==> src/sorted_key_index_table_defines.svh <==
// Assertion macros for the sorted key index table.
`ifndef SORTED_KEY_INDEX_TABLE_DEFINES_SVH
`define SORTED_KEY_INDEX_TABLE_DEFINES_SVH

`ifndef NO_ASSERTIONS

// Property holds at every edge outside reset.
`define SKIT_ASSERT(lbl, clk, rst, prop) \
   lbl: assert property (@(posedge clk) disable iff (rst) (prop)) \
      else $error("skit: assertion failed");

// Consequent must hold in the cycle after the antecedent.
`define SKIT_ASSERT_NEXT(lbl, clk, rst, ante, cons) \
   lbl: assert property (@(posedge clk) disable iff (rst) (ante) |=> (cons)) \
      else $error("skit: assertion failed");

`else

`define SKIT_ASSERT(lbl, clk, rst, prop)
`define SKIT_ASSERT_NEXT(lbl, clk, rst, ante, cons)

`endif

`endif

==> src/skit_pkg.sv <==
package skit_pkg;

   localparam int KEY_W = 32;

   typedef enum logic {
      OP_LOOKUP = 1'b0,
      OP_INSERT = 1'b1
   } op_type;

   typedef enum logic [1:0] {
      STAT_OK   = 2'd0,
      STAT_DUP  = 2'd1,
      STAT_MISS = 2'd2,
      STAT_FULL = 2'd3
   } status_type;

   typedef enum logic [2:0] {
      S_IDLE,
      S_SRCH_RD,
      S_SRCH_CMP,
      S_HIT_RD,
      S_HIT_CMP,
      S_SHIFT,
      S_STORE
   } state_type;

endpackage

==> src/skit_ram.sv <==
// Key and block-number store: one write port, one registered read port.
module skit_ram #(
   parameter int DEPTH   = 2,
   parameter int BLOCK_W = 1
) (
   input  logic                         clock,
   input  logic                         wr_en,
   input  logic [$clog2(DEPTH)-1:0]     wr_addr,
   input  logic [skit_pkg::KEY_W-1:0]   wr_key,
   input  logic [BLOCK_W-1:0]           wr_block,
   input  logic                         rd_en,
   input  logic [$clog2(DEPTH)-1:0]     rd_addr,
   output logic [skit_pkg::KEY_W-1:0]   rd_key,
   output logic [BLOCK_W-1:0]           rd_block
);
   import skit_pkg::*;

   logic [KEY_W-1:0]   key_mem_ff   [DEPTH];
   logic [BLOCK_W-1:0] block_mem_ff [DEPTH];
   logic [KEY_W-1:0]   rd_key_ff;
   logic [BLOCK_W-1:0] rd_block_ff;

   always_ff @(posedge clock) begin
      if (wr_en) begin
         key_mem_ff[wr_addr]   <= wr_key;
         block_mem_ff[wr_addr] <= wr_block;
      end
   end

   always_ff @(posedge clock) begin
      if (rd_en) begin
         rd_key_ff   <= key_mem_ff[rd_addr];
         rd_block_ff <= block_mem_ff[rd_addr];
      end
   end

   assign rd_key   = rd_key_ff;
   assign rd_block = rd_block_ff;

endmodule
==> config.mk <==
export PLATFORM = sky130hd
export DESIGN_NAME = skit_ram
export DESIGN_NICKNAME = d
export VERILOG_FILES = /design/src/sorted_key_index_table_defines.svh /design/src/skit_pkg.sv /design/src/skit_ram.sv
export SDC_FILE = /design/constraint.sdc
export NUM_CORES = 1
export LEC_CHECK = 0
export BUFFER_PORTS_ARGS = -buffer_cell sky130_fd_sc_hd__buf_2
export CORE_MARGIN = 4
export CORE_UTILIZATION = 54
export CTS_CLUSTER_DIAMETER = 200
export DETAILED_ROUTE_END_ITERATION = 12
export GPL_TIMING_DRIVEN = 0
export PLACE_DENSITY = 0.79
export SLEW_MARGIN = 20
export SYNTH_ARGS = -nofsm -noshare
export SYNTH_HDL_FRONTEND = slang
export SYNTH_SLANG_ARGS = --single-unit
==> constraint.sdc <==
create_clock -name clock -period 3.1 [get_ports clock]
set_clock_uncertainty 0.2 [all_clocks]
set_input_delay 0.62 -clock clock [delete_from_list [all_inputs] [get_ports clock]]
set_output_delay 0.62 -clock clock [all_outputs]
set_load 0.02 [all_outputs]
Word-level counts from Yosys, hierarchy flattened:

Memories as Yosys holds them, arrays and structs flattened. A register that Yosys moved wholly into a read port is not among the register bits.
Index checks and enable logic that the tools add are counted.

* memories: 2
* output and inout port bits: 33
* bits in writable memories: 66
* bits in registers: 0
* word-level logic and storage cells: 4

* multiplexer cells: 2

Memories
* key_mem_ff: depth 2, width 32, rd ports 1, clocked after memory_dff 1, wr ports 1, line skit_ram.sv:18 `logic [KEY_W-1:0] key_mem_ff [DEPTH];`
* block_mem_ff: depth 2, width 1, rd ports 1, clocked after memory_dff 1, wr ports 1, line skit_ram.sv:19 `logic [BLOCK_W-1:0] block_mem_ff [DEPTH];`

Operator list (number)
* two-way mux 1 bit: 2

Logic depth before layout (Yosys ltp):

* word-level depth: 2
* gate-level depth with buffers: 3

Worst setup path before layout:

OpenSTA, ideal clock, no wires.

* kind: input to register
* start: in wr_addr
* end: mem block_mem_ff[0], enable pin
* slack: 0.356 ns
* data arrival time: 2.116 ns
* stages: 1
* cell sequence: nor2b_1

RTL lines
* start, declared: line skit_ram.sv:8 `input logic [$clog2(DEPTH)-1:0] wr_addr,`
* end, declared: line skit_ram.sv:19

Straight into the memory's write port.

Final worst setup path:

* start: reg rd_key_ff[13], in the netlist rd_key[13], read port of key_mem_ff
* end: out rd_key[13] (netlist name)

RTL lines
* start, declared: line skit_ram.sv:20 `logic [KEY_W-1:0] rd_key_ff;`
* end, declared: line skit_ram.sv:13 `output logic [skit_pkg::KEY_W-1:0] rd_key,`

No word-level cell between the ends.

==> impl_metrics.toml <==
[timing]
relSlewSlack_pct = 50.4
worst_hold_slack_ns = 0.255
tightestPinTransition_ns = 0.744
max_clock_freq_ghz = 0.577
final-setup-viol-count = 0
finalHoldViolations = 0
timing.final.crit_period_ns = 1.73
fin_setup_tns_ns = 0
min_period_over_period_pct = 55.9
setup_ws_ns = 1.37
grt_setup_unrepaired = "no"
timing.final.max_slew_violations = 0

[worst_setup_path]
crit_path_max_incr_delay_ns = 0.39
timing.critical_path.max_delay_family = "flip-flops"
cp_data_arrival_time_ns = 0.91
slowest_stage = "sky130_fd_sc_hd__edfxtp_1"
cp_cell_sequence = "buf_2"
timing.critical_path.from_type = "flop"
endpoint_kind = "output pin"
timing_worst_setup_path_type = "flop to output pin"
critPathMaxFanout = 1
critical_path_buf_inv_count = 1
worst_ep_required_ns = 2.28

[grt]
vias_in_the_first_global_route = 1600
grt_usage_pct = 13.6
number_of_antenna_violations_at_the_first_check_in_global_routing = 0
grt_first_pass_wirelength_um = 7540
globalRoute.totalOverflow = 0
pin_count_of_the_biggest_net_entering_global_routing = 34

[synth]
yosys.cell_count.top_type = "sky130_fd_sc_hd__edfxtp_1"
netlist_instances = 138
dominantRegCellSynth = "sky130_fd_sc_hd__edfxtp_1"
yosys_register_bits = 99
synthTopCellsByArea = "sky130_fd_sc_hd__edfxtp_1, sky130_fd_sc_hd__mux2_4, sky130_fd_sc_hd__buf_12"
synth_top_cells_by_count = "sky130_fd_sc_hd__edfxtp_1, sky130_fd_sc_hd__mux2_4, sky130_fd_sc_hd__buf_12, sky130_fd_sc_hd__mux2_2"
synth-edff-count = 99
ys_seq_area_share_pct = 84.0
synth.top_cell.area_share_pct = 84.0
post-synth-top-area-cell = "sky130_fd_sc_hd__edfxtp_1"
yosys_warnings = 0
avgSynthCellArea_um2 = 25.7
syn_area_um2 = 3540
synth_fp_nets = 176
synth_async_sr_flop_share_pct = 0
synth_cell_type_count = 7

[status]
outcome = "complete, no violations"

[route]
met2WireLength_um = 2550
route.layer.met1.wl_um = 1930
drtPass1Iterations = 4
postRouteWirelength_um = 4960
drt-wirelength-per-cell_um = 16.4
avgViaCountPerCell = 5.05
drc = 0
top_routing_layer_in_use = "met4"
via_count = 1525
met3_length_um = 364
drt-initial-drc-count = 68
drt.antenna.violating_nets = 0

[floorplanning]
rows = 29
die_x_um = 89.0
fp.dieArea_um2 = 7920
io_pins = 71
die_height_um = 89.0
initial_core_util_pct = 55.8
design.core.area_um2 = 6350

[placed_design]
dpl_cell_area_um2 = 4050
pre_cts_ws_ns = 1.15
numPortBuffers = 69
dp_hpwl_um = 3390
gp_congestion = 0.644

[cts]
postCtsSetupRepairBufs = 0
postCtsResizedCells = 0
number_of_h_tree_levels = 3
cts_buffers = 9
number_of_hold_repair_buffers_added_at_the_cts_stage = 0
path_clk_slew_ns = 0.09
clock_latency_ns = 0.34
clk_path_buf_depth = 2
clockRootBuffer = "sky130_fd_sc_hd__clkbuf_8"
cts_sink_count = 99
cts_tree = "done"

[layout]
multi_input_comb_area_um2 = 505
areaGrowthSynthToFinish_pct = 19.5
diodes = 0
nFillCells = 418
final_nets = 258
finalInstanceArea_um2 = 4230
ff_latch_area_um2 = 2970
post_route_cells_drive_above_1_share_pct = 54.7

[power]
leakagePower_uw = 0.00163
pwr_density_nw_per_um2 = 611
vdd_drop_max_v = 0.000375

[min_path]
worst_hold_path_type = "input port to flop"

[flow_run]
cap_viol_max_count = 0
## cell usage in the layout (no fill, tap or decap)
| cell | n |
|---|---|
| sky130_fd_sc_hd__clkbuf_1 | 2 |
| sky130_fd_sc_hd__mux2_2 | 3 |
| sky130_fd_sc_hd__and2_2 | 1 |
| sky130_fd_sc_hd__buf_2 | 69 |
| sky130_fd_sc_hd__clkbuf_8 | 9 |
| sky130_fd_sc_hd__clkinv_1 | 1 |
| sky130_fd_sc_hd__bufinv_16 | 1 |
| sky130_fd_sc_hd__edfxtp_1 | 99 |
| sky130_fd_sc_hd__buf_16 | 2 |
| sky130_fd_sc_hd__clkinv_2 | 1 |
| sky130_fd_sc_hd__mux2_4 | 30 |
| sky130_fd_sc_hd__buf_6 | 1 |
| sky130_fd_sc_hd__buf_12 | 3 |
| sky130_fd_sc_hd__clkinvlp_4 | 2 |
| sky130_fd_sc_hd__nor2b_4 | 1 |
## through the flow
stage,cells,utilization (%),power [uW]
after floorplan,138,-,1770
after global placement,284,62.7,1840
after detailed placement,286,63.7,1860
after CTS,302,66.6,2620
after global routing,302,66.6,2690
final,302,66.6,2590
## metal layers
metal / up-vias / global-route usage (%)
li1: 716 / -
met1: 751 / 15.9
met2: 48 / 23.0
met3: 10 / 3.96
met4: 0 / 6.90
met5: - / 0
## cells by family (layout without fill, tap and decap cells)
| family | Yosys count | after routing | share of synthesized area [%] |
|---|---|---|---|
| buffers and inverters | 4 | 91 | 2.01 |
| flip-flops | 99 | 99 | 84.0 |
| multiplexers | 33 | 33 | 13.7 |
| AND/OR/NAND/NOR | 2 | 2 | 0.354 |
## where the power goes
group / switching, uW / internal (uW)
Clock: 394 / 370
Sequential: 23.4 / 1580
Combinational: 112 / 109
Total: 529 / 2060
## area by class of cell
cell class / count / share of cell area [%]
sequential: 99 / 70.3
buffer: 4 / 1.69
clock inverter: 5 / 1.27
clock buffer: 11 / 3.10
multi-input combinational: 35 / 11.9
tap: 77 / 2.28
timing repair buffer: 71 / 9.46
## sequential cells by signal (all words and copies together) (netlist names)
signal,cells
key_mem_ff,64
rd_key,32
block_mem_ff,2
rd_block,1
## worst paths after layout
check,from,cells past startpoint,slack (ns),to
worst max-delay path,rd_key[13],1,1.37,rd_key[13]
worst max register to register,key_mem_ff[1][30],1,1.99,rd_key[30]
worst min-delay path,wr_key[12],1,0.26,key_mem_ff[0][12]
worst min register to register,key_mem_ff[1][13],1,0.35,rd_key[13]
(Power assumes the default switching activity.)
